## src/rtl/core/wde_pkg.sv

```systemverilog
// Shared types, constants and calendar helpers for the week-of-date enumerator.
package wde_pkg;

  localparam int unsigned DayW   = 5;
  localparam int unsigned MonthW = 4;
  localparam int unsigned YearW  = 14;
  localparam int unsigned IdxW   = 3;

  localparam int unsigned WeekLen    = 7;
  localparam int unsigned QueueDepth = 2;

  // floor(x / 100) == (x * Recip100) >> Recip100Shift, exact for x < 43690
  localparam int unsigned Recip100      = 5243;
  localparam int unsigned Recip100Shift = 19;

  localparam logic [MonthW-1:0] January  = 4'd1;
  localparam logic [MonthW-1:0] February = 4'd2;
  localparam logic [MonthW-1:0] December = 4'd12;

  localparam logic [DayW-1:0] BaseLen [12] = '{
    5'd31, 5'd28, 5'd31, 5'd30, 5'd31, 5'd30,
    5'd31, 5'd31, 5'd30, 5'd31, 5'd30, 5'd31
  };

  // Monday-of-week date handed from front to back
  typedef struct packed {
    logic [DayW-1:0]   day;
    logic [MonthW-1:0] month;
    logic [YearW-1:0]  year;
    logic              leap;   // leap flag of the input year, used only for February
  } monday_t;

  // month is 1..12 wherever this is called
  function automatic logic [DayW-1:0] month_len(input logic [MonthW-1:0] m,
                                                input logic leap);
    logic [3:0] idx;
    idx = 4'(m - 4'd1);
    if ((m == February) && leap) begin
      return 5'd29;
    end
    return BaseLen[idx];
  endfunction

  // floor(13 * (mm + 1) / 5) with mm the Zeller month (Jan/Feb as 13/14)
  function automatic logic [5:0] zeller_month(input logic [MonthW-1:0] m);
    logic [5:0] v;
    case (m)
      4'd1:    v = 6'd36;
      4'd2:    v = 6'd39;
      4'd3:    v = 6'd10;
      4'd4:    v = 6'd13;
      4'd5:    v = 6'd15;
      4'd6:    v = 6'd18;
      4'd7:    v = 6'd20;
      4'd8:    v = 6'd23;
      4'd9:    v = 6'd26;
      4'd10:   v = 6'd28;
      4'd11:   v = 6'd31;
      4'd12:   v = 6'd33;
      default: v = 6'd0;
    endcase
    return v;
  endfunction

endpackage

```

## src/rtl/core/wde_if.sv

```systemverilog
// Channel interfaces: input date and emitted week date.
interface wde_date_if;
  logic                          valid;
  logic                          ready;
  logic [wde_pkg::DayW-1:0]      day_of_month;
  logic [wde_pkg::MonthW-1:0]    month_number;
  logic [wde_pkg::YearW-1:0]     year_number;

  modport source (output valid, day_of_month, month_number, year_number, input ready);
  modport sink   (input valid, day_of_month, month_number, year_number, output ready);
endinterface

interface wde_week_if;
  logic                          valid;
  logic                          ready;
  logic [wde_pkg::DayW-1:0]      out_day;
  logic [wde_pkg::MonthW-1:0]    out_month;
  logic [wde_pkg::YearW-1:0]     out_year;
  logic [wde_pkg::IdxW-1:0]      weekday_index;
  logic                          last_of_week;

  modport source (output valid, out_day, out_month, out_year, weekday_index, last_of_week,
                  input ready);
  modport sink   (input valid, out_day, out_month, out_year, weekday_index, last_of_week,
                  output ready);
endinterface

```

## src/rtl/core/wde_front.sv

```systemverilog
// Front: clamps the date, finds its weekday and the Monday of its week.
module wde_front (
  input  logic             clk_i,
  input  logic             rst_ni,
  wde_date_if.sink         date_i,
  output logic             push_valid_o,
  input  logic             push_ready_i,
  output wde_pkg::monday_t push_data_o
);

  function automatic logic [2:0] mod7(input logic [10:0] x);
    logic [4:0] s1;
    logic [3:0] s2;
    logic [2:0] s3;
    s1 = 5'(x[2:0]) + 5'(x[5:3]) + 5'(x[8:6]) + 5'(x[10:9]);
    s2 = 4'(s1[2:0]) + 4'(s1[4:3]);
    s3 = s2[2:0] + 3'(s2[3]);
    return (s3 == 3'd7) ? 3'd0 : s3;
  endfunction

  // stage valids and load enables
  logic s1_v_q, s2_v_q, s3_v_q;
  logic ld1, ld2, ld3;

  assign ld3 = !s3_v_q || push_ready_i;
  assign ld2 = !s2_v_q || ld3;
  assign ld1 = !s1_v_q || ld2;
  assign date_i.ready = ld1;

  // stage 1: clamp month and low day, Zeller year, reciprocal products
  logic [4:0]  s1_day_q;
  logic [3:0]  s1_month_q;
  logic [13:0] s1_year_q;
  logic [14:0] s1_zyear_q;
  logic [26:0] s1_prod_y_q;
  logic [27:0] s1_prod_zy_q;

  logic [4:0]  in_day;
  logic [3:0]  in_month;
  logic [14:0] in_zyear;

  always_comb begin
    in_month = date_i.month_number;
    if (in_month < wde_pkg::January) begin
      in_month = wde_pkg::January;
    end
    if (in_month > wde_pkg::December) begin
      in_month = wde_pkg::December;
    end
    in_day = (date_i.day_of_month == 5'd0) ? 5'd1 : date_i.day_of_month;
    in_zyear = 15'(date_i.year_number) + 15'd400;
    if (in_month < 4'd3) begin
      in_zyear = in_zyear - 15'd1;
    end
  end

  always_ff @(posedge clk_i) begin
    if (ld1) begin
      s1_day_q     <= in_day;
      s1_month_q   <= in_month;
      s1_year_q    <= date_i.year_number;
      s1_zyear_q   <= in_zyear;
      s1_prod_y_q  <= 27'(date_i.year_number) * 27'(wde_pkg::Recip100);
      s1_prod_zy_q <= 28'(in_zyear) * 28'(wde_pkg::Recip100);
    end
  end

  // stage 2: leap flag, high-day clamp, Zeller sum
  logic [7:0]  cent_y;
  logic [6:0]  rem_y;
  logic [8:0]  cent_zy;
  logic [6:0]  rem_zy;
  logic        leap;
  logic [4:0]  len;
  logic [4:0]  day_c;
  logic [10:0] zsum;

  always_comb begin
    cent_y  = s1_prod_y_q[26:19];
    rem_y   = 7'(s1_year_q - 14'(cent_y) * 14'd100);
    cent_zy = s1_prod_zy_q[27:19];
    rem_zy  = 7'(s1_zyear_q - 15'(cent_zy) * 15'd100);
    leap    = (s1_year_q[1:0] == 2'd0) && ((rem_y != 7'd0) || (cent_y[1:0] == 2'd0));
    len     = wde_pkg::month_len(s1_month_q, leap);
    day_c   = (s1_day_q > len) ? len : s1_day_q;
    zsum    = 11'(day_c) + 11'(wde_pkg::zeller_month(s1_month_q)) + 11'(rem_zy)
            + 11'(rem_zy >> 2) + 11'(cent_zy >> 2) + 11'(cent_zy) * 11'd5;
  end

  logic [4:0]  s2_day_q;
  logic [3:0]  s2_month_q;
  logic [13:0] s2_year_q;
  logic        s2_leap_q;
  logic [10:0] s2_zsum_q;

  always_ff @(posedge clk_i) begin
    if (ld2) begin
      s2_day_q   <= day_c;
      s2_month_q <= s1_month_q;
      s2_year_q  <= s1_year_q;
      s2_leap_q  <= leap;
      s2_zsum_q  <= zsum;
    end
  end

  // stage 3: weekday with Monday as 0
  logic [2:0] zh;
  logic [2:0] wd;

  assign zh = mod7(s2_zsum_q);
  assign wd = (zh < 3'd2) ? (zh + 3'd5) : (zh - 3'd2);

  logic [4:0]  s3_day_q;
  logic [3:0]  s3_month_q;
  logic [13:0] s3_year_q;
  logic        s3_leap_q;
  logic [2:0]  s3_wd_q;

  always_ff @(posedge clk_i) begin
    if (ld3) begin
      s3_day_q   <= s2_day_q;
      s3_month_q <= s2_month_q;
      s3_year_q  <= s2_year_q;
      s3_leap_q  <= s2_leap_q;
      s3_wd_q    <= wd;
    end
  end

  // step back to Monday, borrowing from the previous month when needed
  logic [4:0] prev_len;

  always_comb begin
    push_data_o.leap = s3_leap_q;
    prev_len = 5'd31;
    if (s3_day_q > 5'(s3_wd_q)) begin
      push_data_o.day   = s3_day_q - 5'(s3_wd_q);
      push_data_o.month = s3_month_q;
      push_data_o.year  = s3_year_q;
    end else begin
      if (s3_month_q == wde_pkg::January) begin
        push_data_o.month = wde_pkg::December;
        push_data_o.year  = s3_year_q - 14'd1;
      end else begin
        push_data_o.month = s3_month_q - 4'd1;
        push_data_o.year  = s3_year_q;
        prev_len = wde_pkg::month_len(s3_month_q - 4'd1, s3_leap_q);
      end
      push_data_o.day = 5'(6'(prev_len) + 6'(s3_day_q) - 6'(s3_wd_q));
    end
  end

  assign push_valid_o = s3_v_q;

  always_ff @(posedge clk_i or negedge rst_ni) begin
    if (!rst_ni) begin
      s1_v_q <= 1'b0;
      s2_v_q <= 1'b0;
      s3_v_q <= 1'b0;
    end else begin
      if (ld1) s1_v_q <= date_i.valid;
      if (ld2) s2_v_q <= s1_v_q;
      if (ld3) s3_v_q <= s2_v_q;
    end
  end

endmodule

```

## src/rtl/core/wde_queue.sv

```systemverilog
// Small FIFO of Monday dates between front and back.
module wde_queue #(
  parameter int unsigned Depth = wde_pkg::QueueDepth
) (
  input  logic             clk_i,
  input  logic             rst_ni,
  input  logic             push_valid_i,
  output logic             push_ready_o,
  input  wde_pkg::monday_t push_data_i,
  output logic             pop_valid_o,
  input  logic             pop_ready_i,
  output wde_pkg::monday_t pop_data_o
);

  localparam int unsigned PtrW = (Depth > 1) ? $clog2(Depth) : 1;
  localparam int unsigned CntW = $clog2(Depth + 1);

  wde_pkg::monday_t mem_q [Depth];
  logic [PtrW-1:0]  wr_ptr_q, rd_ptr_q;
  logic [CntW-1:0]  cnt_q;
  logic             push, pop;

  assign push_ready_o = (cnt_q != CntW'(Depth));
  assign pop_valid_o  = (cnt_q != CntW'(0));
  assign push = push_valid_i && push_ready_o;
  assign pop  = pop_valid_o && pop_ready_i;
  assign pop_data_o = mem_q[rd_ptr_q];

  always_ff @(posedge clk_i) begin
    if (push) begin
      mem_q[wr_ptr_q] <= push_data_i;
    end
  end

  always_ff @(posedge clk_i or negedge rst_ni) begin
    if (!rst_ni) begin
      wr_ptr_q <= '0;
      rd_ptr_q <= '0;
      cnt_q    <= '0;
    end else begin
      if (push) begin
        wr_ptr_q <= (wr_ptr_q == PtrW'(Depth - 1)) ? '0 : wr_ptr_q + PtrW'(1);
      end
      if (pop) begin
        rd_ptr_q <= (rd_ptr_q == PtrW'(Depth - 1)) ? '0 : rd_ptr_q + PtrW'(1);
      end
      if (push && !pop) begin
        cnt_q <= cnt_q + CntW'(1);
      end else if (pop && !push) begin
        cnt_q <= cnt_q - CntW'(1);
      end
    end
  end

endmodule

```

## src/rtl/core/wde_back.sv

```systemverilog
// Back: walks seven dates from Monday and drives the output register.
module wde_back (
  input  logic             clk_i,
  input  logic             rst_ni,
  input  logic             pop_valid_i,
  output logic             pop_ready_o,
  input  wde_pkg::monday_t pop_data_i,
  wde_week_if.source       week_o
);

  localparam logic [wde_pkg::IdxW-1:0] LastIdx = wde_pkg::IdxW'(wde_pkg::WeekLen - 1);

  logic        busy_q;
  logic [2:0]  cnt_q;
  logic [4:0]  day_q;
  logic [3:0]  month_q;
  logic [13:0] year_q;
  logic        leap_q;
  logic        out_v_q;

  logic emit, last, pop;
  logic [4:0]  day_d;
  logic [3:0]  month_d;
  logic [13:0] year_d;

  assign emit = busy_q && (!out_v_q || week_o.ready);
  assign last = (cnt_q == LastIdx);
  assign pop_ready_o = !busy_q || (emit && last);
  assign pop = pop_valid_i && pop_ready_o;

  // next calendar date; leap flag only matters in the Monday's own year
  always_comb begin
    day_d   = day_q + 5'd1;
    month_d = month_q;
    year_d  = year_q;
    if (day_q >= wde_pkg::month_len(month_q, leap_q)) begin
      day_d = 5'd1;
      if (month_q == wde_pkg::December) begin
        month_d = wde_pkg::January;
        year_d  = year_q + 14'd1;
      end else begin
        month_d = month_q + 4'd1;
      end
    end
  end

  always_ff @(posedge clk_i) begin
    if (pop) begin
      day_q   <= pop_data_i.day;
      month_q <= pop_data_i.month;
      year_q  <= pop_data_i.year;
      leap_q  <= pop_data_i.leap;
    end else if (emit) begin
      day_q   <= day_d;
      month_q <= month_d;
      year_q  <= year_d;
    end
    if (emit) begin
      week_o.out_day       <= day_q;
      week_o.out_month     <= month_q;
      week_o.out_year      <= year_q;
      week_o.weekday_index <= cnt_q;
      week_o.last_of_week  <= last;
    end
  end

  always_ff @(posedge clk_i or negedge rst_ni) begin
    if (!rst_ni) begin
      busy_q  <= 1'b0;
      cnt_q   <= '0;
      out_v_q <= 1'b0;
    end else begin
      if (pop) begin
        busy_q <= 1'b1;
        cnt_q  <= '0;
      end else if (emit) begin
        if (last) begin
          busy_q <= 1'b0;
        end
        cnt_q <= cnt_q + 3'd1;
      end
      if (emit) begin
        out_v_q <= 1'b1;
      end else if (week_o.ready) begin
        out_v_q <= 1'b0;
      end
    end
  end

  assign week_o.valid = out_v_q;

endmodule

```

## src/rtl/core/week_of_date_enumerator_unit.sv

```systemverilog
// Top level of the week-of-date enumerator: front, queue and back.
//
// Usage:
//   date_i takes one Gregorian date per transfer (valid/ready). For each date
//   week_o gives seven transfers, Monday through Sunday of that date's week,
//   with weekday_index 0..6 and last_of_week set on the Sunday.
// Path: after a date is accepted, its Monday transfer passes two more front
//   stages, the queue, the back date register and the output register
//   before it is offered.
// Throughput: set by the back part, which emits one result per cycle while
//   week_o.ready is high. The front pipeline and the queue keep taking dates
//   while the back part still works through an earlier week.
// Reset: rst_ni clears all valid flags, the queue and the back counter; no
//   result is pending after reset.
// Stall: when week_o.ready is low the output register holds its transfer and
//   the back part waits; the queue then fills and date_i.ready drops once the
//   front stages are full too. Nothing is lost or repeated.
module week_of_date_enumerator_unit #(
  parameter int unsigned QueueDepth = wde_pkg::QueueDepth
) (
  input logic        clk_i,
  input logic        rst_ni,
  wde_date_if.sink   date_i,
  wde_week_if.source week_o
);

  // front -> queue
  logic             push_valid, push_ready;
  wde_pkg::monday_t push_data;
  // queue -> back
  logic             pop_valid, pop_ready;
  wde_pkg::monday_t pop_data;

  // weekday and Monday search
  wde_front u_front (
    .clk_i        (clk_i),
    .rst_ni       (rst_ni),
    .date_i       (date_i),
    .push_valid_o (push_valid),
    .push_ready_i (push_ready),
    .push_data_o  (push_data)
  );

  // decouples the front from output stalls
  wde_queue #(
    .Depth (QueueDepth)
  ) u_queue (
    .clk_i        (clk_i),
    .rst_ni       (rst_ni),
    .push_valid_i (push_valid),
    .push_ready_o (push_ready),
    .push_data_i  (push_data),
    .pop_valid_o  (pop_valid),
    .pop_ready_i  (pop_ready),
    .pop_data_o   (pop_data)
  );

  // seven-date walk and output register
  wde_back u_back (
    .clk_i       (clk_i),
    .rst_ni      (rst_ni),
    .pop_valid_i (pop_valid),
    .pop_ready_o (pop_ready),
    .pop_data_i  (pop_data),
    .week_o      (week_o)
  );

endmodule

```

## src/flat_wrapper.sv

```systemverilog
// flat-port wrapper written by rule: the top's interface ports become plain ports
module week_of_date_enumerator_unit_flat 
#(
  parameter int unsigned QueueDepth = wde_pkg::QueueDepth
)
  (clk_i, rst_ni, date_i_valid, date_i_day_of_month, date_i_month_number, date_i_year_number, date_i_ready, week_o_valid, week_o_out_day, week_o_out_month, week_o_out_year, week_o_weekday_index, week_o_last_of_week, week_o_ready);
  wde_date_if date_i_i ();
  wde_week_if week_o_i ();
  input logic clk_i;
  input logic rst_ni;
  input wire logic [$bits(date_i_i.valid)-1:0] date_i_valid;
  input wire logic [$bits(date_i_i.day_of_month)-1:0] date_i_day_of_month;
  input wire logic [$bits(date_i_i.month_number)-1:0] date_i_month_number;
  input wire logic [$bits(date_i_i.year_number)-1:0] date_i_year_number;
  output wire logic [$bits(date_i_i.ready)-1:0] date_i_ready;
  output wire logic [$bits(week_o_i.valid)-1:0] week_o_valid;
  output wire logic [$bits(week_o_i.out_day)-1:0] week_o_out_day;
  output wire logic [$bits(week_o_i.out_month)-1:0] week_o_out_month;
  output wire logic [$bits(week_o_i.out_year)-1:0] week_o_out_year;
  output wire logic [$bits(week_o_i.weekday_index)-1:0] week_o_weekday_index;
  output wire logic [$bits(week_o_i.last_of_week)-1:0] week_o_last_of_week;
  input wire logic [$bits(week_o_i.ready)-1:0] week_o_ready;
  assign date_i_i.valid = date_i_valid;
  assign date_i_i.day_of_month = date_i_day_of_month;
  assign date_i_i.month_number = date_i_month_number;
  assign date_i_i.year_number = date_i_year_number;
  assign date_i_ready = date_i_i.ready;
  assign week_o_valid = week_o_i.valid;
  assign week_o_out_day = week_o_i.out_day;
  assign week_o_out_month = week_o_i.out_month;
  assign week_o_out_year = week_o_i.out_year;
  assign week_o_weekday_index = week_o_i.weekday_index;
  assign week_o_last_of_week = week_o_i.last_of_week;
  assign week_o_i.ready = week_o_ready;
  week_of_date_enumerator_unit #(.QueueDepth(QueueDepth)) u_core (.clk_i(clk_i), .rst_ni(rst_ni), .date_i(date_i_i), .week_o(week_o_i));
endmodule
```

## config.mk

```make
export PLATFORM = sky130hd
export DESIGN_NAME = week_of_date_enumerator_unit_flat
export DESIGN_NICKNAME = d
export VERILOG_FILES = /design/src/rtl/core/wde_pkg.sv /design/src/rtl/core/wde_if.sv /design/src/rtl/core/wde_front.sv /design/src/rtl/core/wde_queue.sv /design/src/rtl/core/wde_back.sv /design/src/rtl/core/week_of_date_enumerator_unit.sv /design/src/flat_wrapper.sv
export SDC_FILE = /design/constraint.sdc
export NUM_CORES = 1
export LEC_CHECK = 0
export BUFFER_PORTS_ARGS = -buffer_cell sky130_fd_sc_hd__buf_2
export CORE_MARGIN = 3
export CORE_UTILIZATION = 40
export DETAILED_ROUTE_END_ITERATION = 8
export MAX_ROUTING_LAYER = met4
export PLACE_DENSITY = 0.61
export SYNTH_ARGS = -nofsm -noshare
export SYNTH_HDL_FRONTEND = slang
export SYNTH_SLANG_ARGS = --single-unit
```

## constraint.sdc

```tcl
create_clock -name clk_i -period 9.9 [get_ports clk_i]
set_input_delay 0.495 -clock clk_i [delete_from_list [all_inputs] [get_ports clk_i]]
set_output_delay 0.495 -clock clk_i [all_outputs]
set_load 0.05 [all_outputs]
```

==> results of run 1 <==
-- routing by layer --
layer	vias up	track usage, %
met2	143	24.8
li1	5468	-
met1	5297	18.7
met3	30	1.91
met4	0	3.03
met5	-	-
-- flip-flops by register name, summed over array words and instances, names as in the netlist, 7 cells and up, named ones only --
register / flops
u_core.u_back.week_o.out_year: 14
u_core.u_back.year_q: 14
u_core.u_front.s1_prod_zy_q: 9
u_core.u_front.s1_year_q: 14
u_core.u_front.s1_zyear_q: 7
u_core.u_front.s2_year_q: 14
u_core.u_front.s2_zsum_q: 11
u_core.u_front.s3_year_q: 14
u_core.u_queue.mem_q: 48
-- worst max path at each step --
stage	end	slack, ns	cells after the start
after floorplan	u_core.u_front.s1_prod_zy_q[24]$_DFFE_PN_	2.60	25
after global placement	u_core.u_front.s1_prod_zy_q[24]$_DFFE_PN_	1.86	26
after detailed placement	u_core.u_front.s1_prod_zy_q[24]$_DFFE_PN_	1.71	26
after CTS	u_core.u_front.s1_prod_zy_q[24]$_DFFE_PN_	2.26	26
after global routing	u_core.u_front.s1_prod_zy_q[24]$_DFFE_PN_	1.75	28
final	u_core.u_front.s1_prod_zy_q[24]$_DFFE_PN_	2.22	26
-- per-stage QoR --
step                      setup slack (ns)  std cells
after CTS                             2.26       2283
final                                 2.22       2283
after global routing                  1.75       2283
after floorplan                       2.60       1592
after detailed placement              1.71       2234
after global placement                1.86       2234
-- synth_stat cells, types with 4 or more instances --
cell type / n
ha_1: 286
a211oi_1: 11
a21oi_1: 54
o22ai_1: 6
o21a_1: 7
mux2_2: 5
nor2b_1: 14
nand3_1: 25
clkbuf_1: 20
o31ai_1: 4
mux2i_1: 24
nand2b_1: 7
nor4_1: 6
a21o_1: 22
o21bai_1: 4
a31oi_1: 9
nor2_1: 53
nand4_1: 7
edfxtp_1: 205
nand2_1: 54
xor2_1: 38
fa_1: 165
and3_1: 8
dfxtp_1: 6
and2_1: 9
or3_1: 6
dfrtp_1: 12
xnor2_1: 72
inv_1: 343
o21ai_0: 38
nor3_1: 13
-- cell type report --
| cell class | instances | area [um^2] | area share [%] |
|---|---|---|---|
| inverter | 344 | 1290 | 6.36 |
| clock buffer | 33 | 677 | 3.33 |
| sequential | 223 | 6580 | 32.4 |
| tap | 600 | 751 | 3.70 |
| clock inverter | 15 | 109 | 0.536 |
| multi-input combinational | 1003 | 10500 | 52.0 |
| timing repair buffer | 65 | 353 | 1.74 |
-- repair_timing --
| action | in CTS | in global routing |
|---|---|---|
| hold buffers | 1 | 0 |
| endpoints found under the setup margin | 0 | 0 |
| setup buffers | 0 | 0 |
| hold endpoints to repair | 12 | 0 |
-- worst max-delay path, stage by stage --
cell	delay (ns)
buf_2	0.26
inv_1	0.21
ha_1	0.27
a21boi_1	0.15
o2111ai_1	0.16
a22o_1	0.27
or2_4	0.26
or4_4	0.55
xor2_1	0.56
inv_2	0.13
fa_1	0.54
inv_1	0.05
ha_1	0.28
inv_1	0.07
fa_1	0.43
fa_1	0.52
fa_1	0.56
inv_1	0.04
ha_1	0.30
nand3_1	0.13
or4_1	0.57
a32o_1	0.23
o21a_1	0.16
o22ai_2	0.29
a2111oi_0	0.17
a311o_1	0.28
-- cell families (layout without fill, tap and decap cells) --
logic type               after synthesis  after routing  share of synthesized area, %
XOR/XNOR                             112            112                          5.42
multiplexers                          30             30                          1.69
AO/OA/AOI/OAI                        191            191                          6.67
adder cells (fa/ha/maj)              451            451                          37.2
AND/OR/NAND/NOR                      219            219                          6.00
flip-flops                           223            223                          35.6
buffers and inverters                366            457                          7.43
==> flow_metrics.env, run 1 <==
export IMPL_crit_type="in2reg"
export IMPL_antennaDiodeCount=0
export IMPL_antenna_found_initial=0
export IMPL_final_hold_viol_count=0
export IMPL_placed_cell_area_um2=19500
export IMPL_reg2reg_depth=25
export IMPL_final_setup_skew_ns=0.0268
export IMPL_finalCritPeriodShare_pct=77.6
export IMPL_crit_path_start_kind="input pin"
export IMPL_yosysTopAreaCell="edfxtp_1"
export IMPL_fillerInstances=4293
export IMPL_cts_tree="yes"
export IMPL_route_detailed_vias_per_inst=4.79
export IMPL_yosysSeqAreaShare_pct=35.6
export IMPL_drv_cap=0
export IMPL_worstPathArrival_ns=7.96
export IMPL_design_die_area_um2=48800
export IMPL_synthDistinctLibCells=71
export IMPL_slew_violations=0
export IMPL_top_layer="met4"
export IMPL_async_reset_ff_share_pct=5.38
export IMPL_dp_hpwl_um=27500
export IMPL_synthCells=1592
export IMPL_ys_seq_elements=223
export IMPL_layout_drive_gt1_share_pct=7.31
export IMPL_synth_edf_count=205
export IMPL_fin_setup_tns_ns=0
export IMPL_cts_htree_levels=1
export IMPL_finalWirelength_um=33300
export IMPL_syn_area_per_cell_um2=11.6
export IMPL_synth_area_leaders="edfxtp_1 (33%), ha_1 (19%), fa_1 (18%)"
export IMPL_routedLengthMet1_um=14900
export IMPL_clock_fmax_mhz=130
export IMPL_cts_num_sinks=223
export IMPL_layout_common_cells="inv_1 (343), ha_1 (286), edfxtp_1 (205), fa_1 (165), xnor2_1 (72)"
export IMPL_gr_total_overflow=0
export IMPL_drtAntennaViolNets=0
export IMPL_place_gp_congestion=0.856
export IMPL_grt_pass1_vias=11600
export IMPL_via_count=10900
export IMPL_synth_top_cell_area_share_pct=33.3
export IMPL_syn_nets=2070
export IMPL_start_util_pct=40.7
export IMPL_yosysWarnings=0
export IMPL_r2r_start="u_core.u_front.s1_prod_y_q[19]$_DFFE_PN_"
export IMPL_syn_to_final_growth_pct=9.83
export IMPL_wl_met2_um=16500
export IMPL_dr_pass1_iters=6
export IMPL_rrSetupSlack_ns=2.92
export IMPL_root_buffer="clkbuf_16"
export IMPL_grt_pass1_wl_um=57700
export IMPL_end_kind="flop"
export IMPL_min_delay_path_depth=2
export IMPL_setup_viol_count_final=0
export IMPL_die_h_um=221
export IMPL_grt_max_degree=51
export IMPL_min_to="u_core.u_front.s1_v_q$_DFFE_PN0N_"
export IMPL_cts_repair_resized=0
export IMPL_dr_wl_met3_um=1400
export IMPL_nets=2141
export IMPL_io_pins=56
export IMPL_max_slew_margin_pct=23.1
export IMPL_grt_setup_unrepaired="no"
export IMPL_drc=0
export IMPL_tightest_slew_ns=1.15
export IMPL_clk_insertion_delay_late_ns=0.55
export IMPL_hold_path_startpoint="date_i_valid"
export IMPL_wl_per_cell_um=14.6
export IMPL_r2r_end="u_core.u_front.s2_zsum_q[10]$_DFFE_PP_"
export IMPL_cp_startpoint="date_i_year_number[7]"
export IMPL_synth_ff_type="edfxtp_1"
export IMPL_drt_iter0_markers=551
export IMPL_fin_area_um2=20300
export IMPL_die_width_um=221
export IMPL_num_rows=78
export IMPL_worst_hold_slack_ns=0.138
export IMPL_grt_use_total_pct=14.5
export IMPL_netlist_area_um2=18500
export IMPL_clkTransAtPathRegs_ns=0.06
export IMPL_path_max_fanout=12
export IMPL_layout_commonest_cell="inv_1"
export IMPL_cp_data_required_time_ns=10.18
export IMPL_coreArea_um2=45500
export IMPL_fin_util_pct=44.6
export IMPL_clockBufferDepth=3
export IMPL_hold_class="in2reg"
export IMPL_finalCriticalPeriod_ns=7.68
export IMPL_cts_buffers_inserted=26
export IMPL_outcome="finished, final reports clean"
export IMPL_io_buffer_count=55
Power of run 1 is left out: the tool's default activity adds up to more than one toggle a clock period on the data nets, which glitch-free logic cannot reach.
==> run 2: changes to the inputs <==
--- a/config.mk
+++ b/config.mk
@@ -10,7 +10,7 @@
 export CORE_UTILIZATION = 40
 export DETAILED_ROUTE_END_ITERATION = 8
 export MAX_ROUTING_LAYER = met4
-export PLACE_DENSITY = 0.61
+export PLACE_DENSITY = 0.63
 export SYNTH_ARGS = -nofsm -noshare
 export SYNTH_HDL_FRONTEND = slang
 export SYNTH_SLANG_ARGS = --single-unit
==> constraint.sdc (replaced) <==
create_clock -name clk_i -period 6.2 [get_ports clk_i]
set_input_delay 0.31 -clock clk_i [delete_from_list [all_inputs] [get_ports clk_i]]
set_output_delay 0.31 -clock clk_i [all_outputs]
set_load 0.05 [all_outputs]
==> run 2 against run 1 <==
  * The flow now finishes with violations (negative setup slack)
  * Setup slack worse by 2.3 ns
  * Non-clock buffer count is 153 higher
  * Worst hold slack worse by 0.099 ns
  * Critical endpoint unchanged
  * Largest cell class unchanged
==> flow_metrics.env, run 2 (synthesis gave the netlist of run 1 again) <==
export IMPL_outcome="finished, violations left"
export IMPL_violations="negative setup slack"
export IMPL_design_die_area_um2=48800
export IMPL_final_hold_viol_count=0
export IMPL_layout_commonest_cell="inv_1"
export IMPL_grt_use_total_pct=15.1
export IMPL_nets=2292
export IMPL_setup_slack_ns=-0.0957
export IMPL_hold_class="in2reg"
export IMPL_place_gp_congestion=0.908
export IMPL_setup_viol_count_final=6
export IMPL_antenna_found_initial=0
export IMPL_syn_to_final_growth_pct=18.7
export IMPL_dp_hpwl_um=28900
export IMPL_layout_drive_gt1_share_pct=17.6
export IMPL_drtAntennaViolNets=0
export IMPL_drc=0
export IMPL_cp_endpoint="u_core.u_front.s1_prod_zy_q[24]$_DFFE_PN_"
export IMPL_r2r_start="u_core.u_front.s1_prod_y_q[19]$_DFFE_PN_"
export IMPL_grt_pass1_wl_um=59900
export IMPL_clk_insertion_delay_late_ns=0.54
export IMPL_crit_top_cell="fa_1"
export IMPL_cts_htree_levels=1
export IMPL_end_kind="flop"
export IMPL_worst_hold_slack_ns=0.0394
export IMPL_drv_cap=0
export IMPL_grt_max_degree=37
export IMPL_antennaDiodeCount=0
export IMPL_path_max_fanout=7
export IMPL_cts_num_sinks=223
export IMPL_gr_total_overflow=0
export IMPL_crit_path_start_kind="input pin"
export IMPL_io_pins=56
export IMPL_crit_type="in2reg"
export IMPL_clock_fmax_mhz=159
export IMPL_reg2reg_depth=31
export IMPL_layout_common_cells="inv_1 (338), ha_1 (274), edfxtp_1 (205), fa_1 (162), buf_4 (156)"
export IMPL_cp_top_family="adder cells"
export IMPL_slowest_stage="fa_1"
export IMPL_coreArea_um2=45500
export IMPL_wl_per_cell_um=14.5
export IMPL_cts_tree="yes"
export IMPL_cp_startpoint="date_i_year_number[7]"
export IMPL_num_rows=78
export IMPL_grt_setup_unrepaired="yes"
export IMPL_path_buf_inv=5
export IMPL_cts_buffers_inserted=24
export IMPL_root_buffer="clkbuf_16"
export IMPL_finalCritPeriodShare_pct=102
export IMPL_top_register="u_core.u_queue.mem_q"
export IMPL_finalWirelength_um=35200
export IMPL_fin_util_pct=48.3
export IMPL_via_count=11600
export IMPL_max_stage_delay_ns=0.54
export IMPL_die_h_um=221
export IMPL_start_util_pct=40.7
export IMPL_drt_iter0_markers=550
export IMPL_rrSetupSlack_ns=0.11
export IMPL_clkTransAtPathRegs_ns=0.06
export IMPL_route_detailed_vias_per_inst=4.75
export IMPL_grt_pass1_vias=12400
export IMPL_clockBufferDepth=3
export IMPL_cp_data_required_time_ns=6.48
export IMPL_max_slew_margin_pct=27.3
export IMPL_largest_reg_flops=48
export IMPL_r2r_end="u_core.u_front.s2_zsum_q[10]$_DFFE_PP_"
export IMPL_io_buffer_count=55
export IMPL_dr_pass1_iters=4
export IMPL_crit_cells=26
export IMPL_die_width_um=221
export IMPL_finalCriticalPeriod_ns=6.30
export IMPL_slew_violations=0
export IMPL_tightest_slew_ns=1.09
export IMPL_final_setup_skew_ns=0.0189
export IMPL_worstPathArrival_ns=6.58
==> run 2: worst min path at each step <==
stage | startpoint | endpoint | slack, ns | cells after the start
finish | date_i_day_of_month[0] | u_core.u_front.s1_day_q[0]$_SDFFCE_PN1N_ | 0.04 | 3
global route | date_i_day_of_month[0] | u_core.u_front.s1_day_q[0]$_SDFFCE_PN1N_ | 0.04 | 3
CTS | date_i_day_of_month[0] | u_core.u_front.s1_day_q[0]$_SDFFCE_PN1N_ | 0.02 | 3
detailed placement | rst_ni | u_core.u_back.cnt_q[2]$_DFFE_PN0P_ | 0.21 | 1
global placement | rst_ni | u_core.u_back.cnt_q[0]$_DFFE_PN0P_ | 0.20 | 1
floorplan | rst_ni | u_core.u_back.busy_q$_DFFE_PN0P_ | 0.01 | 0
==> run 2: tightest hold or removal path: cells and delay by family <==
family,cells,cell delay (ns)
buffers and inverters,2,0.10
AO/OA/AOI/OAI,1,0.05
==> run 2: area by class of cell <==
class	instances	area, um^2
sequential	223	6580
timing repair buffer	218	1530
fill	4089	23500
clock inverter	17	274
tap	600	751
inverter	344	1290
clock buffer	27	612
multi-input combinational	1003	10900
==> run 2: through the flow <==
step / instances / setup TNS (ns) / instance area [um^2] / worst slack, ns
global placement: 2356 / -6.08 / 20500 / -0.744
finish: 2432 / -0.333 / 21900 / -0.0957
CTS: 2425 / -0.0896 / 21700 / -0.0486
global route: 2432 / -2.38 / 21900 / -0.331
detailed placement: 2356 / -8.17 / 20500 / -0.912
floorplan: 1592 / -3.28 / 18600 / -0.569
==> run 2: per-layer routing <==
layer  vias to the layer above  GRT usage (%)  wire, um
met5                         -              -         0
li1                       5769              -         -
met1                      5584           19.0     15700
met3                        61           1.55       982
met2                       140           26.2     17800
met4                         0           3.86       801
==> run 2: repair_timing <==
action / CTS / global route
hold buffers: 6 / 0
resized for setup: 33 / 25
pin swaps: 24 / 17
buffers inserted: 19 / 7
hold endpoints to repair: 17 / 0
setup endpoints to repair: 13 / 14
Power of run 2 is left out for the same reason.
==> run 3: changes to the inputs <==
--- a/config.mk
+++ b/config.mk
@@ -8,6 +8,7 @@
 export BUFFER_PORTS_ARGS = -buffer_cell sky130_fd_sc_hd__buf_2
 export CORE_MARGIN = 3
 export CORE_UTILIZATION = 40
+export CTS_BUF_LIST = sky130_fd_sc_hd__clkbuf_8
 export DETAILED_ROUTE_END_ITERATION = 8
 export MAX_ROUTING_LAYER = met4
 export PLACE_DENSITY = 0.63
==> run 3 against run 2 <==
  * The flow still finishes with violations (negative setup slack)
  * Core utilization down 0.32 points
  * Highest routed layer unchanged
  * Die area unchanged
  * Sequential cell count unchanged
  * Worst hold slack better by 0.0029 ns
  * Clock skew up 0.028 ns
  * Routed wire length up 0.30%
  * Setup slack better by 0.0099 ns
==> flow_metrics.env, run 3 (synthesis gave the netlist of run 1 again) <==
export IMPL_outcome="finished, violations left"
export IMPL_violations="negative setup slack"
export IMPL_setup_slack_ns=-0.0858
export IMPL_final_instance_count_excl_fill=2453
export IMPL_seqCellArea_um2=6580
export IMPL_cts_buffers_inserted=36
export IMPL_clkTransAtPathRegs_ns=0.06
export IMPL_syn_to_final_growth_pct=17.9
export IMPL_drt_iter0_markers=569
export IMPL_wl_per_cell_um=14.4
export IMPL_layout_commonest_cell="inv_1"
export IMPL_io_pins=56
export IMPL_cp_data_required_time_ns=6.49
export IMPL_max_slew_margin_pct=26.4
export IMPL_largest_reg_flops=48
export IMPL_dp_hpwl_um=28900
export IMPL_top_register="u_core.u_queue.mem_q"
export IMPL_gr_total_overflow=0
export IMPL_io_buffer_count=55
export IMPL_reg2reg_depth=32
export IMPL_rrSetupSlack_ns=-0.01
export IMPL_antennaDiodeCount=0
export IMPL_dp_cells=2356
export IMPL_crit_type="in2reg"
export IMPL_clock_fmax_mhz=159
export IMPL_drv_cap=0
export IMPL_cts_htree_levels=2
export IMPL_end_kind="flop"
export IMPL_multiInputGateArea_um2=11000
export IMPL_nets=2307
export IMPL_path_max_fanout=7
export IMPL_grt_setup_unrepaired="yes"
export IMPL_finalCriticalPeriod_ns=6.29
export IMPL_antenna_found_initial=0
export IMPL_final_hold_viol_count=0
export IMPL_die_h_um=221
export IMPL_crit_path_start_kind="input pin"
export IMPL_cts_tree="yes"
export IMPL_hold_path_startpoint="date_i_day_of_month[0]"
export IMPL_fillerInstances=4111
export IMPL_dr_pass1_iters=5
export IMPL_route_detailed_vias_per_inst=4.74
export IMPL_cts_num_sinks=223
export IMPL_clockBufferDepth=3
export IMPL_grt_max_degree=37
export IMPL_finalWirelength_um=35300
export IMPL_tightest_slew_ns=1.10
export IMPL_min_to="u_core.u_front.s1_day_q[0]$_SDFFCE_PN1N_"
export IMPL_setup_viol_count_final=7
export IMPL_die_width_um=221
export IMPL_coreArea_um2=45500
export IMPL_finalCritPeriodShare_pct=101
export IMPL_r2r_end="u_core.u_front.s2_zsum_q[10]$_DFFE_PP_"
export IMPL_place_gp_congestion=0.908
export IMPL_root_buffer="clkbuf_8"
export IMPL_slew_violations=0
export IMPL_hold_class="in2reg"
export IMPL_start_util_pct=40.7
export IMPL_grt_pass1_vias=12500
export IMPL_via_count=11600
export IMPL_drtAntennaViolNets=0
export IMPL_r2r_start="u_core.u_front.s1_prod_y_q[19]$_DFFE_PN_"
export IMPL_design_die_area_um2=48800
export IMPL_layout_drive_gt1_share_pct=18.3
export IMPL_num_rows=78
export IMPL_grt_use_total_pct=15.2
export IMPL_clk_insertion_delay_late_ns=0.56
export IMPL_fin_util_pct=47.9
export IMPL_worstPathArrival_ns=6.57
export IMPL_grt_pass1_wl_um=60100
export IMPL_drc=0
export IMPL_min_delay_path_depth=3
export IMPL_layout_common_cells="inv_1 (349), ha_1 (272), edfxtp_1 (205), fa_1 (162), buf_4 (159)"
export IMPL_final_setup_skew_ns=0.0469
## run 3: cell types whose count changed in the layout (fill, tap and decap cells not counted), moves of 5 or more
| cell | change |
|---|---|
| bufinv_16 | -5 |
| clkbuf_16 | -24 |
| clkbuf_8 | +37 |
| inv_1 | +11 |
## run 3: routing by layer
layer | routed length [um] | global-route usage [%]
met3 | 916 | 1.88
met4 | 833 | 4.15
met2 | 17700 | 26.2
met5 | 0 | -
met1 | 15800 | 19.0
## run 3: how the worst max path moves through the flow
stage / start / to / slack (ns) / cells past startpoint
after floorplan: date_i_year_number[7] / u_core.u_front.s1_prod_zy_q[24]$_DFFE_PN_ / -0.57 / 25
after global placement: date_i_year_number[7] / u_core.u_front.s1_prod_zy_q[24]$_DFFE_PN_ / -0.74 / 26
after detailed placement: date_i_year_number[7] / u_core.u_front.s1_prod_zy_q[24]$_DFFE_PN_ / -0.91 / 28
after CTS: date_i_year_number[7] / u_core.u_front.s1_prod_zy_q[24]$_DFFE_PN_ / -0.03 / 26
after global routing: date_i_year_number[7] / u_core.u_front.s1_prod_zy_q[24]$_DFFE_PN_ / -0.33 / 26
final: date_i_year_number[7] / u_core.u_front.s1_prod_zy_q[24]$_DFFE_PN_ / -0.09 / 26
## run 3: timing repair
| item | in CTS | in global routing |
|---|---|---|
| hold buffers | 6 | 0 |
| resized for setup | 33 | 39 |
| pin swaps | 26 | 26 |
| setup buffers | 20 | 9 |
| endpoints found under the hold margin | 17 | 0 |
| endpoints found under the setup margin | 13 | 15 |
## run 3: worst max-delay path, cell delays in order
cell and delay, ns:
buf_8 0.08, clkinvlp_4 0.13, ha_4 0.21, a21boi_2 0.17
o2111ai_2 0.15, a22o_1 0.22, or2_4 0.25, or4_4 0.47
nand2b_4 0.19, mux2i_4 0.20, fa_1 0.50, inv_1 0.04
ha_1 0.28, inv_1 0.06, fa_1 0.42, fa_1 0.48
fa_1 0.54, inv_2 0.05, ha_4 0.26, nand3_2 0.06
or4_4 0.47, a32o_2 0.25, o21a_4 0.13, o22ai_4 0.24
a2111oi_4 0.11, a311o_1 0.27
## run 3: final cells by class
| class | count | area share [%] |
|---|---|---|
| flip-flops and latches | 223 | 30.2 |
| inverters | 344 | 5.94 |
| well taps | 600 | 3.44 |
| clock buffers | 37 | 2.34 |
| repair buffers | 221 | 7.11 |
| clock inverters | 25 | 0.700 |
| multi-input cells | 1003 | 50.3 |
## run 3: through the flow
step / instance area, um^2 / hold WS (ns) / worst slack [ns] / setup TNS, ns
after CTS: 21500 / 0.00783 / -0.0257 / -0.0333
after global routing: 21800 / 0.0382 / -0.333 / -2.29
after detailed placement: 20500 / 0.211 / -0.912 / -8.17
after floorplan: 18600 / 0.0144 / -0.569 / -3.28
after global placement: 20500 / 0.204 / -0.744 / -6.08
final: 21800 / 0.0424 / -0.0858 / -0.270
Power of run 3 is left out for the same reason.
